--- src/alle_pkg.sv ---
// Shared codes, field widths and defaults for the array linked list engine.
`timescale 1ns / 1ps
`default_nettype none

package alle_pkg;

   // Fixed widths of the request and response fields
   localparam int OPCODE_W   = 2;
   localparam int KEY_W      = 32;
   localparam int SLOT_IDX_W = 4;
   localparam int STATUS_W   = 2;

   // Default number of slots
   localparam int DEF_SLOT_COUNT = 16;

   // Request operations
   typedef enum logic [OPCODE_W-1:0] {
      OP_INSERT = 2'd0,
      OP_DELETE = 2'd1,
      OP_SEARCH = 2'd2
   } opcode_type;

   // Response status codes
   typedef enum logic [STATUS_W-1:0] {
      ST_OK        = 2'd0,
      ST_FULL      = 2'd1,
      ST_NOT_FOUND = 2'd2
   } status_type;

endpackage

`default_nettype wire

--- src/array_linked_list_engine.sv ---
// Top level of the array linked list engine: controller and slot memories.
//
//   channel  direction  ports                                       transfer when
//   req      in         req_opcode, req_key_value, req_slot_index   req_valid & req_ready
//   rsp      out        rsp_status, rsp_result_slot                 rsp_valid & rsp_ready
//
// One item at a time. Insert passes S_INS, then S_INS_LINK if the list was not empty; delete
// passes S_DEL_CHK, then S_DEL_LINK for a slot in use; search visits up to SLOT_COUNT slots.
// Unused opcodes, full inserts, empty-list searches and out-of-range deletes skip to S_REPLY.
// After reset a pass over every slot builds the free chain; req_ready stays low meanwhile.
// A waiting response is held in the output register; the next request is taken meanwhile.
`timescale 1ns / 1ps
`default_nettype none

module array_linked_list_engine #(
   parameter int SLOT_COUNT = alle_pkg::DEF_SLOT_COUNT
) (
   input  wire logic                                    clock,
   input  wire logic                                    reset,
   input  wire logic                                    req_valid,
   output logic                                         req_ready,
   input  wire logic [alle_pkg::OPCODE_W-1:0]           req_opcode,
   input  wire logic signed [alle_pkg::KEY_W-1:0]       req_key_value,
   input  wire logic [alle_pkg::SLOT_IDX_W-1:0]         req_slot_index,
   output logic                                         rsp_valid,
   input  wire logic                                    rsp_ready,
   output logic [alle_pkg::STATUS_W-1:0]                rsp_status,
   output logic [alle_pkg::SLOT_IDX_W-1:0]              rsp_result_slot
);

   localparam int SW = $clog2(SLOT_COUNT);
   localparam int LW = SW + 1;
   localparam int KW = alle_pkg::KEY_W;

   logic              a_wr_en, a_rd_en, b_wr_en, b_rd_en;
   logic [SW-1:0]     a_wr_addr, a_rd_addr, b_wr_addr, b_rd_addr;
   logic [LW:0]       a_wr_data, a_rd_data;
   logic [KW+LW-1:0]  b_wr_data, b_rd_data;

   // Sequencer
   alle_ctrl #(
      .SLOT_COUNT (SLOT_COUNT)
   ) u_ctrl (
      .clock           (clock),
      .reset           (reset),
      .req_valid       (req_valid),
      .req_ready       (req_ready),
      .req_opcode      (req_opcode),
      .req_key_value   (req_key_value),
      .req_slot_index  (req_slot_index),
      .rsp_valid       (rsp_valid),
      .rsp_ready       (rsp_ready),
      .rsp_status      (rsp_status),
      .rsp_result_slot (rsp_result_slot),
      .a_wr_en         (a_wr_en),
      .a_wr_addr       (a_wr_addr),
      .a_wr_data       (a_wr_data),
      .a_rd_en         (a_rd_en),
      .a_rd_addr       (a_rd_addr),
      .a_rd_data       (a_rd_data),
      .b_wr_en         (b_wr_en),
      .b_wr_addr       (b_wr_addr),
      .b_wr_data       (b_wr_data),
      .b_rd_en         (b_rd_en),
      .b_rd_addr       (b_rd_addr),
      .b_rd_data       (b_rd_data)
   );

   // Link memory: {in_use, next}
   alle_ram #(
      .DEPTH (SLOT_COUNT),
      .WIDTH (LW + 1)
   ) u_link_mem (
      .clock   (clock),
      .wr_en   (a_wr_en),
      .wr_addr (a_wr_addr),
      .wr_data (a_wr_data),
      .rd_en   (a_rd_en),
      .rd_addr (a_rd_addr),
      .rd_data (a_rd_data)
   );

   // Node memory: {key, prev}
   alle_ram #(
      .DEPTH (SLOT_COUNT),
      .WIDTH (KW + LW)
   ) u_node_mem (
      .clock   (clock),
      .wr_en   (b_wr_en),
      .wr_addr (b_wr_addr),
      .wr_data (b_wr_data),
      .rd_en   (b_rd_en),
      .rd_addr (b_rd_addr),
      .rd_data (b_rd_data)
   );

endmodule

`default_nettype wire

--- src/alle_ram.sv ---
// Single-port-write, single-port-read synchronous RAM with registered read data.
`timescale 1ns / 1ps
`default_nettype none

module alle_ram #(
   parameter int DEPTH = alle_pkg::DEF_SLOT_COUNT,
   parameter int WIDTH = 8
) (
   input  wire logic                     clock,
   input  wire logic                     wr_en,
   input  wire logic [$clog2(DEPTH)-1:0] wr_addr,
   input  wire logic [WIDTH-1:0]         wr_data,
   input  wire logic                     rd_en,
   input  wire logic [$clog2(DEPTH)-1:0] rd_addr,
   output logic      [WIDTH-1:0]         rd_data
);

   logic [WIDTH-1:0] mem [DEPTH];
   logic [WIDTH-1:0] rd_data_ff;

   // Write port
   always_ff @(posedge clock) begin
      if (wr_en) begin
         mem[wr_addr] <= wr_data;
      end
   end

   // Read port: data holds until the next read
   always_ff @(posedge clock) begin
      if (rd_en) begin
         rd_data_ff <= mem[rd_addr];
      end
   end

   assign rd_data = rd_data_ff;

endmodule

`default_nettype wire

--- src/alle_ctrl.sv ---
// Sequencer for insert, delete and search over the link and node memories.
`timescale 1ns / 1ps
`default_nettype none

module alle_ctrl #(
   parameter int SLOT_COUNT = alle_pkg::DEF_SLOT_COUNT,
   localparam int SW = $clog2(SLOT_COUNT),
   localparam int LW = SW + 1,
   localparam int KW = alle_pkg::KEY_W
) (
   input  wire logic                              clock,
   input  wire logic                              reset,
   // request channel
   input  wire logic                              req_valid,
   output logic                                   req_ready,
   input  wire logic [alle_pkg::OPCODE_W-1:0]     req_opcode,
   input  wire logic signed [KW-1:0]              req_key_value,
   input  wire logic [alle_pkg::SLOT_IDX_W-1:0]   req_slot_index,
   // response channel
   output logic                                   rsp_valid,
   input  wire logic                              rsp_ready,
   output logic [alle_pkg::STATUS_W-1:0]          rsp_status,
   output logic [alle_pkg::SLOT_IDX_W-1:0]        rsp_result_slot,
   // link memory: {in_use, next}
   output logic                                   a_wr_en,
   output logic [SW-1:0]                          a_wr_addr,
   output logic [LW:0]                            a_wr_data,
   output logic                                   a_rd_en,
   output logic [SW-1:0]                          a_rd_addr,
   input  wire logic [LW:0]                       a_rd_data,
   // node memory: {key, prev}
   output logic                                   b_wr_en,
   output logic [SW-1:0]                          b_wr_addr,
   output logic [KW+LW-1:0]                       b_wr_data,
   output logic                                   b_rd_en,
   output logic [SW-1:0]                          b_rd_addr,
   input  wire logic [KW+LW-1:0]                  b_rd_data
);

   localparam int          RSW  = alle_pkg::SLOT_IDX_W;
   localparam logic [LW-1:0] NIL = '1;

   typedef enum logic [7:0] {
      S_CLEAR    = 8'b0000_0001,
      S_IDLE     = 8'b0000_0010,
      S_INS      = 8'b0000_0100,
      S_INS_LINK = 8'b0000_1000,
      S_DEL_CHK  = 8'b0001_0000,
      S_DEL_LINK = 8'b0010_0000,
      S_SRCH     = 8'b0100_0000,
      S_REPLY    = 8'b1000_0000
   } state_type;

   function automatic logic is_slot(input logic [LW-1:0] link);
      is_slot = (link < LW'(SLOT_COUNT));
   endfunction

   state_type                 state_ff, state_in;
   logic [LW-1:0]             list_head_ff, list_head_in;
   logic [LW-1:0]             free_head_ff, free_head_in;
   logic [SW-1:0]             clr_ff, clr_in;
   logic [SW-1:0]             cur_ff, cur_in;
   logic [SW:0]               steps_ff, steps_in;
   logic [LW-1:0]             nx_ff, nx_in;
   logic [LW-1:0]             pv_ff, pv_in;
   logic [KW-1:0]             key_ff, key_in;
   alle_pkg::status_type      res_status_ff, res_status_in;
   logic [SW-1:0]             res_slot_ff, res_slot_in;
   logic                      rsp_valid_ff, rsp_valid_in;
   alle_pkg::status_type      rsp_status_ff, rsp_status_in;
   logic [RSW-1:0]            rsp_slot_ff, rsp_slot_in;

   // memory read fields
   logic                      a_in_use;
   logic [LW-1:0]             a_next;
   logic [KW-1:0]             b_key;
   logic [LW-1:0]             b_prev;
   logic [SW-1:0]             idx_addr;

   assign a_in_use = a_rd_data[LW];
   assign a_next   = a_rd_data[LW-1:0];
   assign b_key    = b_rd_data[KW+LW-1:LW];
   assign b_prev   = b_rd_data[LW-1:0];
   assign idx_addr = SW'(req_slot_index);

   assign req_ready       = (state_ff == S_IDLE);
   assign rsp_valid       = rsp_valid_ff;
   assign rsp_status      = rsp_status_ff;
   assign rsp_result_slot = rsp_slot_ff;

   // Next-state and memory access logic
   always_comb begin
      state_in      = state_ff;
      list_head_in  = list_head_ff;
      free_head_in  = free_head_ff;
      clr_in        = clr_ff;
      cur_in        = cur_ff;
      steps_in      = steps_ff;
      nx_in         = nx_ff;
      pv_in         = pv_ff;
      key_in        = key_ff;
      res_status_in = res_status_ff;
      res_slot_in   = res_slot_ff;
      rsp_valid_in  = rsp_valid_ff && !rsp_ready;
      rsp_status_in = rsp_status_ff;
      rsp_slot_in   = rsp_slot_ff;
      a_wr_en       = 1'b0;
      a_wr_addr     = cur_ff;
      a_wr_data     = '0;
      a_rd_en       = 1'b0;
      a_rd_addr     = cur_ff;
      b_wr_en       = 1'b0;
      b_wr_addr     = cur_ff;
      b_wr_data     = '0;
      b_rd_en       = 1'b0;
      b_rd_addr     = cur_ff;

      unique case (state_ff)
         // Build the free chain after reset, one entry a cycle
         S_CLEAR: begin
            a_wr_en   = 1'b1;
            a_wr_addr = clr_ff;
            if (clr_ff == SW'(SLOT_COUNT - 1)) begin
               a_wr_data = {1'b0, NIL};
               state_in  = S_IDLE;
            end else begin
               a_wr_data = {1'b0, LW'(clr_ff) + LW'(1)};
            end
            clr_in = clr_ff + SW'(1);
         end

         // Dispatch: issue the first reads or answer at once
         S_IDLE: begin
            if (req_valid) begin
               key_in = req_key_value;
               case (req_opcode)
                  alle_pkg::OP_INSERT: begin
                     if (!is_slot(free_head_ff)) begin
                        res_status_in = alle_pkg::ST_FULL;
                        state_in      = S_REPLY;
                     end else begin
                        a_rd_en   = 1'b1;
                        a_rd_addr = free_head_ff[SW-1:0];
                        b_rd_en   = is_slot(list_head_ff);
                        b_rd_addr = list_head_ff[SW-1:0];
                        cur_in    = free_head_ff[SW-1:0];
                        state_in  = S_INS;
                     end
                  end
                  alle_pkg::OP_DELETE: begin
                     if (32'(req_slot_index) >= SLOT_COUNT) begin
                        res_status_in = alle_pkg::ST_NOT_FOUND;
                        state_in      = S_REPLY;
                     end else begin
                        a_rd_en   = 1'b1;
                        a_rd_addr = idx_addr;
                        b_rd_en   = 1'b1;
                        b_rd_addr = idx_addr;
                        cur_in    = idx_addr;
                        state_in  = S_DEL_CHK;
                     end
                  end
                  alle_pkg::OP_SEARCH: begin
                     if (!is_slot(list_head_ff)) begin
                        res_status_in = alle_pkg::ST_NOT_FOUND;
                        state_in      = S_REPLY;
                     end else begin
                        a_rd_en   = 1'b1;
                        a_rd_addr = list_head_ff[SW-1:0];
                        b_rd_en   = 1'b1;
                        b_rd_addr = list_head_ff[SW-1:0];
                        cur_in    = list_head_ff[SW-1:0];
                        steps_in  = (SW+1)'(1);
                        state_in  = S_SRCH;
                     end
                  end
                  default: begin
                     res_status_in = alle_pkg::ST_NOT_FOUND;
                     state_in      = S_REPLY;
                  end
               endcase
            end
         end

         // Insert: pop the free slot, fill it, link it before the old head
         S_INS: begin
            free_head_in = a_next;
            a_wr_en      = 1'b1;
            a_wr_data    = {1'b1, list_head_ff};
            b_wr_en      = 1'b1;
            b_wr_data    = {key_ff, NIL};
            res_status_in = alle_pkg::ST_OK;
            res_slot_in   = cur_ff;
            if (is_slot(list_head_ff)) begin
               state_in = S_INS_LINK;
            end else begin
               list_head_in = LW'(cur_ff);
               state_in     = S_REPLY;
            end
         end

         // Insert: old head gets the new slot as its prev, key kept
         S_INS_LINK: begin
            b_wr_en      = 1'b1;
            b_wr_addr    = list_head_ff[SW-1:0];
            b_wr_data    = {b_key, LW'(cur_ff)};
            list_head_in = LW'(cur_ff);
            state_in     = S_REPLY;
         end

         // Delete: check the slot, push it on the free list, fetch its successor
         S_DEL_CHK: begin
            if (!a_in_use) begin
               res_status_in = alle_pkg::ST_NOT_FOUND;
               state_in      = S_REPLY;
            end else begin
               nx_in        = a_next;
               pv_in        = b_prev;
               a_wr_en      = 1'b1;
               a_wr_data    = {1'b0, free_head_ff};
               free_head_in = LW'(cur_ff);
               b_rd_en      = is_slot(a_next);
               b_rd_addr    = a_next[SW-1:0];
               state_in     = S_DEL_LINK;
            end
         end

         // Delete: splice neighbors around the removed slot
         S_DEL_LINK: begin
            if (is_slot(pv_ff)) begin
               a_wr_en   = 1'b1;
               a_wr_addr = pv_ff[SW-1:0];
               a_wr_data = {1'b1, nx_ff};
            end else begin
               list_head_in = nx_ff;
            end
            if (is_slot(nx_ff)) begin
               b_wr_en   = 1'b1;
               b_wr_addr = nx_ff[SW-1:0];
               b_wr_data = {b_key, pv_ff};
            end
            res_status_in = alle_pkg::ST_OK;
            res_slot_in   = cur_ff;
            state_in      = S_REPLY;
         end

         // Search: compare one slot per cycle, follow next
         S_SRCH: begin
            if (b_key == key_ff) begin
               res_status_in = alle_pkg::ST_OK;
               res_slot_in   = cur_ff;
               state_in      = S_REPLY;
            end else if ((steps_ff == (SW+1)'(SLOT_COUNT)) || !is_slot(a_next)) begin
               res_status_in = alle_pkg::ST_NOT_FOUND;
               state_in      = S_REPLY;
            end else begin
               a_rd_en   = 1'b1;
               a_rd_addr = a_next[SW-1:0];
               b_rd_en   = 1'b1;
               b_rd_addr = a_next[SW-1:0];
               cur_in    = a_next[SW-1:0];
               steps_in  = steps_ff + (SW+1)'(1);
            end
         end

         // Hand the result to the output register once it is free
         S_REPLY: begin
            if (!rsp_valid_ff || rsp_ready) begin
               rsp_valid_in  = 1'b1;
               rsp_status_in = res_status_ff;
               rsp_slot_in   = (res_status_ff == alle_pkg::ST_OK) ? RSW'(res_slot_ff) : '0;
               state_in      = S_IDLE;
            end
         end

         default: begin
            state_in = S_IDLE;
         end
      endcase
   end

   // Control registers
   always_ff @(posedge clock) begin
      if (reset) begin
         state_ff     <= S_CLEAR;
         list_head_ff <= NIL;
         free_head_ff <= '0;
         clr_ff       <= '0;
         rsp_valid_ff <= 1'b0;
      end else begin
         state_ff     <= state_in;
         list_head_ff <= list_head_in;
         free_head_ff <= free_head_in;
         clr_ff       <= clr_in;
         rsp_valid_ff <= rsp_valid_in;
      end
   end

   // Payload registers
   always_ff @(posedge clock) begin
      cur_ff        <= cur_in;
      steps_ff      <= steps_in;
      nx_ff         <= nx_in;
      pv_ff         <= pv_in;
      key_ff        <= key_in;
      res_status_ff <= res_status_in;
      res_slot_ff   <= res_slot_in;
      rsp_status_ff <= rsp_status_in;
      rsp_slot_ff   <= rsp_slot_in;
   end

   // A slot is never both the list head and the free head, except while a
   // deleted head slot is being spliced out
   assert property (@(posedge clock) disable iff (reset)
      state_ff != S_DEL_LINK && is_slot(list_head_ff) && is_slot(free_head_ff)
         |-> list_head_ff != free_head_ff)
      else $error("list head and free head name the same slot");

   // A full answer is only given when no slot is free
   assert property (@(posedge clock) disable iff (reset)
      state_ff == S_REPLY && res_status_ff == alle_pkg::ST_FULL |-> !is_slot(free_head_ff))
      else $error("full reported with a free slot");

   // Error responses carry slot zero
   assert property (@(posedge clock) disable iff (reset)
      rsp_valid && rsp_status != alle_pkg::ST_OK |-> rsp_result_slot == '0)
      else $error("nonzero slot on error response");

   // Only defined status codes leave the block
   assert property (@(posedge clock) disable iff (reset)
      rsp_valid |-> rsp_status == alle_pkg::ST_OK || rsp_status == alle_pkg::ST_FULL ||
                    rsp_status == alle_pkg::ST_NOT_FOUND)
      else $error("undefined status code");

   // Deleted slot is pushed on the free list
   assert property (@(posedge clock) disable iff (reset)
      state_ff == S_DEL_LINK |-> free_head_ff == LW'(cur_ff))
      else $error("deleted slot not at free head");

endmodule

`default_nettype wire
--- config.mk ---
export PLATFORM = sky130hd
export DESIGN_NAME = array_linked_list_engine
export DESIGN_NICKNAME = d
export VERILOG_FILES = /design/src/alle_pkg.sv /design/src/array_linked_list_engine.sv /design/src/alle_ram.sv /design/src/alle_ctrl.sv
export SDC_FILE = /design/constraint.sdc
export NUM_CORES = 1
export LEC_CHECK = 0
export BUFFER_PORTS_ARGS = -buffer_cell sky130_fd_sc_hd__buf_2
export CELL_PAD_IN_SITES_DETAIL_PLACEMENT = 0
export CELL_PAD_IN_SITES_GLOBAL_PLACEMENT = 1
export CORE_MARGIN = 8
export CORE_UTILIZATION = 45
export CTS_CLUSTER_SIZE = 14
export DETAILED_ROUTE_END_ITERATION = 8
export PLACE_DENSITY = 0.75
export SYNTH_ARGS = -nofsm -noshare
export SYNTH_HDL_FRONTEND = slang
export SYNTH_SLANG_ARGS = --single-unit
--- constraint.sdc ---
create_clock -name clock -period 9 [get_ports clock]
set_input_delay 0.45 -clock clock [delete_from_list [all_inputs] [get_ports clock]]
set_output_delay 0.45 -clock clock [all_outputs]
set_load 0.01 [all_outputs]
==> impl_metrics.py <==
metrics = {
    "timing": {
        "post-route-period-util": 0.640,
        "slew_headroom": 0.146,
        "fin_crit_ns": 5.76,
        "tightest_slew_ns": 1.28,
        "fin_setup_tns_ns": 0,
        "finalHoldViolCount": 0,
        "max_freq_mhz": 174,
        "finalSetupViolations": 0,
        "rsz0062_at_grt": "false",
        "maxSlewViolCount": 0,
        "whs_ns": 0.0482,
        "fin_worst_skew_ns": 0.0431,
    },
    "place": {
        "io_buffers": 49,
        "dpl.hpwl_um": 41600,
        "place_congestion": 0.857,
        "placed_cells": 2823,
    },
    "drt": {
        "viasPerCell": 5.98,
        "drt-total-wl_um": 79400,
        "ant_nets": 0,
        "num_vias": 17900,
        "dr.pass1.iters": 6,
        "drc": 0,
        "drt_iter0_drc": 2016,
        "drt-wirelength-per-cell_um": 26.6,
    },
    "floorplan": {
        "io_pins": 50,
        "rows": 98,
        "die_area_um2": 81000,
        "die_h_um": 285,
        "initial_core_util": 0.454,
        "die_x_um": 285,
        "core_um2": 71500,
    },
    "worst_setup_path": {
        "crit_required_ns": 9.38,
        "start_kind": "register",
        "cp_top_family": "simple AND/OR/NAND/NOR gates",
        "cp-end-kind": "register",
        "critPathSlowestCell": "buf_4",
        "critical_path_buf_inv_count": 1,
        "critPathMaxFanout": 98,
        "slowest_delay_ns": 0.94,
        "worstSetupPathType": "reg -> reg",
        "critPathArrivalTime_ns": 6.14,
        "crit_path_cell_trace": "xnor2_1 -> nand4_1 -> nor4_1 -> a21oi_1 -> mux2i_1 -> nand2_8 -> buf_4 -> mux2_2 -> a221o_1 -> or3_1",
    },
    "global_route": {
        "grt_antenna_before_repair": 0,
        "gr-usage-all-layers": 0.192,
        "grt_pass1_wl_um": 117000,
        "grt_pass1_vias": 17600,
        "globalRouteOverflowTotal": 0,
        "grt_max_degree": 99,
    },
    "power": {
        "leakage_nw": 14.1,
        "power.total_mw": 8.60,
        "irDropWorstVdd_mv": 0.170,
        "cellPowerDensity_nw_per_um2": 233,
    },
    "cells_and_area": {
        "syn_to_final_growth_pct": 13.5,
        "drive_above_1_share": 0.166,
        "layout.cells.non_filler": 2992,
        "final_util": 0.515,
        "fin_nets": 2025,
        "n_antenna_cell": 0,
    },
    "yosys": {
        "ys_warn_count": 0,
        "synth_area_leader_cell": "edfxtp_1",
        "ys_types": 65,
        "synthTopCellsByArea": "edfxtp_1 (73%), mux2i_1 (7.2%), mux2_2 (2.5%)",
        "synth.top_cell.area_share": 0.731,
        "synth_ff_type": "edfxtp_1",
        "ys_ff_latch": 817,
        "post_synth.cell_area_avg_um2": 17.2,
        "yosys.cell_count.top_type": "edfxtp_1",
        "async_flop_share": 0,
        "synthTopCellsByCount": "edfxtp_1 (790), mux2i_1 (233), o22ai_1 (112)",
        "synth_edf_count": 790,
        "syn_area_um2": 32500,
        "synth_nets": 1930,
        "ys_seq_area_frac": 0.747,
        "postSynthCellCount": 1885,
    },
    "cts": {
        "clockRootBuffer": "clkbuf_16",
        "cts_buffers": 84,
        "clkTransAtPathRegs_ns": 0.06,
        "hold_buffers": 21,
        "cts_tree": "yes",
        "clkSinkCount": 817,
        "cts.repair.resized": 0,
        "clk_latency_ns": 0.64,
        "postCtsSetupRepairBufs": 0,
        "cts_max_path_buffers": 3,
        "ctsHtreeMaxLevel": 3,
    },
    "outcome": {
        "status": "completed",
    },
    "worst_hold_path": {
        "worstHoldPathType": "in -> reg",
    },
    "run": {
        "drv_cap": 0,
    },
}
final timing paths:
check | startpoint | slack (ns) | to | cells after the start
worst max register to register | u_ctrl.key_ff[23] | 3.24 | u_node_mem.rd_data[26] | 10
worst max-delay path | u_ctrl.key_ff[23] | 3.24 | u_node_mem.rd_data[26] | 10
worst min register to register | u_node_mem.rd_data[3] | 0.41 | u_ctrl.pv_ff[3] | 0
worst min-delay path | req_key_value[30] | 0.05 | u_ctrl.key_ff[30] | 1
per-stage QoR:
step / worst slack [ns] / instance area (um^2)
final: 3.24 / 36900
after CTS: 3.32 / 36900
after global routing: 2.91 / 36900
after detailed placement: 3.34 / 33900
after global placement: 3.46 / 33900
after floorplan: 4.99 / 32500
layer usage:
metal / global-route usage / share of wire / vias up
met2: 0.307 / 0.48 / 751
li1: - / - / 7788
met3: 0.0370 / 0.078 / 104
met5: 0 / 0 / -
met1: 0.269 / 0.42 / 9249
met4: 0.0451 / 0.018 / 0
where the power goes:
part	total [mW]	switching (mW)	internal, mW
logic	0.869	0.611	0.258
clock network	3.46	1.44	2.01
registers	4.27	0.0478	4.22
total	8.60	2.10	6.49
placed cells by master (no fill, tap or decap), drive strengths merged, types with 24 or more instances in the layout:
cell type | netlist | layout
mux4 | 24 | 24
clkinv | 2 | 32
or3 | 40 | 40
a221o | 47 | 47
a22o | 33 | 33
o22ai | 112 | 112
nand3 | 40 | 40
mux2i | 233 | 233
nand2 | 60 | 60
nor2 | 74 | 74
edfxtp | 790 | 790
buf | 40 | 85
clkbuf | 57 | 106
o21ai | 24 | 24
mux2 | 74 | 74
xnor2 | 34 | 34
dfxtp | 27 | 27
cells by family (layout without fill, tap and decap cells):
logic type / count (synthesis) / after routing / share of synthesized area
mux: 331 / 331 / 0.114
xor+xnor: 39 / 39 / 0.0105
compound gates: 292 / 292 / 0.0657
flops: 817 / 817 / 0.747
fa+ha+maj: 3 / 3 / 0.00116
simple gates: 289 / 289 / 0.0454
buf+inv: 114 / 271 / 0.0156
worst register-to-register path: cells and delay by family, from the launching register on:
kind,cells,cell delay (ns)
buf+inv,1,1.08
compound gates,2,0.86
flops,1,0.40
simple gates,4,1.90
xor+xnor,1,0.47
mux,2,0.79
sequential cells by signal, indices dropped and copies added (netlist names):
| signal | cells |
|---|---|
| u_ctrl.clr_ff | 4 |
| u_ctrl.cur_ff | 4 |
| u_ctrl.free_head_ff | 5 |
| u_ctrl.key_ff | 32 |
| u_ctrl.list_head_ff | 5 |
| u_ctrl.nx_ff | 5 |
| u_ctrl.pv_ff | 5 |
| u_ctrl.res_slot_ff | 4 |
| u_ctrl.res_status_ff | 2 |
| u_ctrl.rsp_result_slot | 4 |
| u_ctrl.rsp_status | 2 |
| u_ctrl.rsp_valid | 1 |
| u_ctrl.state_ff | 8 |
| u_ctrl.steps_ff | 5 |
| u_link_mem.mem | 96 |
| u_link_mem.rd_data | 6 |
| u_node_mem.mem | 592 |
| u_node_mem.rd_data | 37 |
layout make-up:
| cell class | count | area (um^2) |
|---|---|---|
| Timing Repair Buffer | 106 | 726 |
| Clock buffer | 106 | 2220 |
| Inverter | 17 | 65.1 |
| Fill cell | 5630 | 34600 |
| Sequential cell | 817 | 24300 |
| Tap cell | 950 | 1190 |
| Clock inverter | 42 | 514 |
| Multi-Input combinational cell | 954 | 7880 |
(Power assumes the default switching activity.)
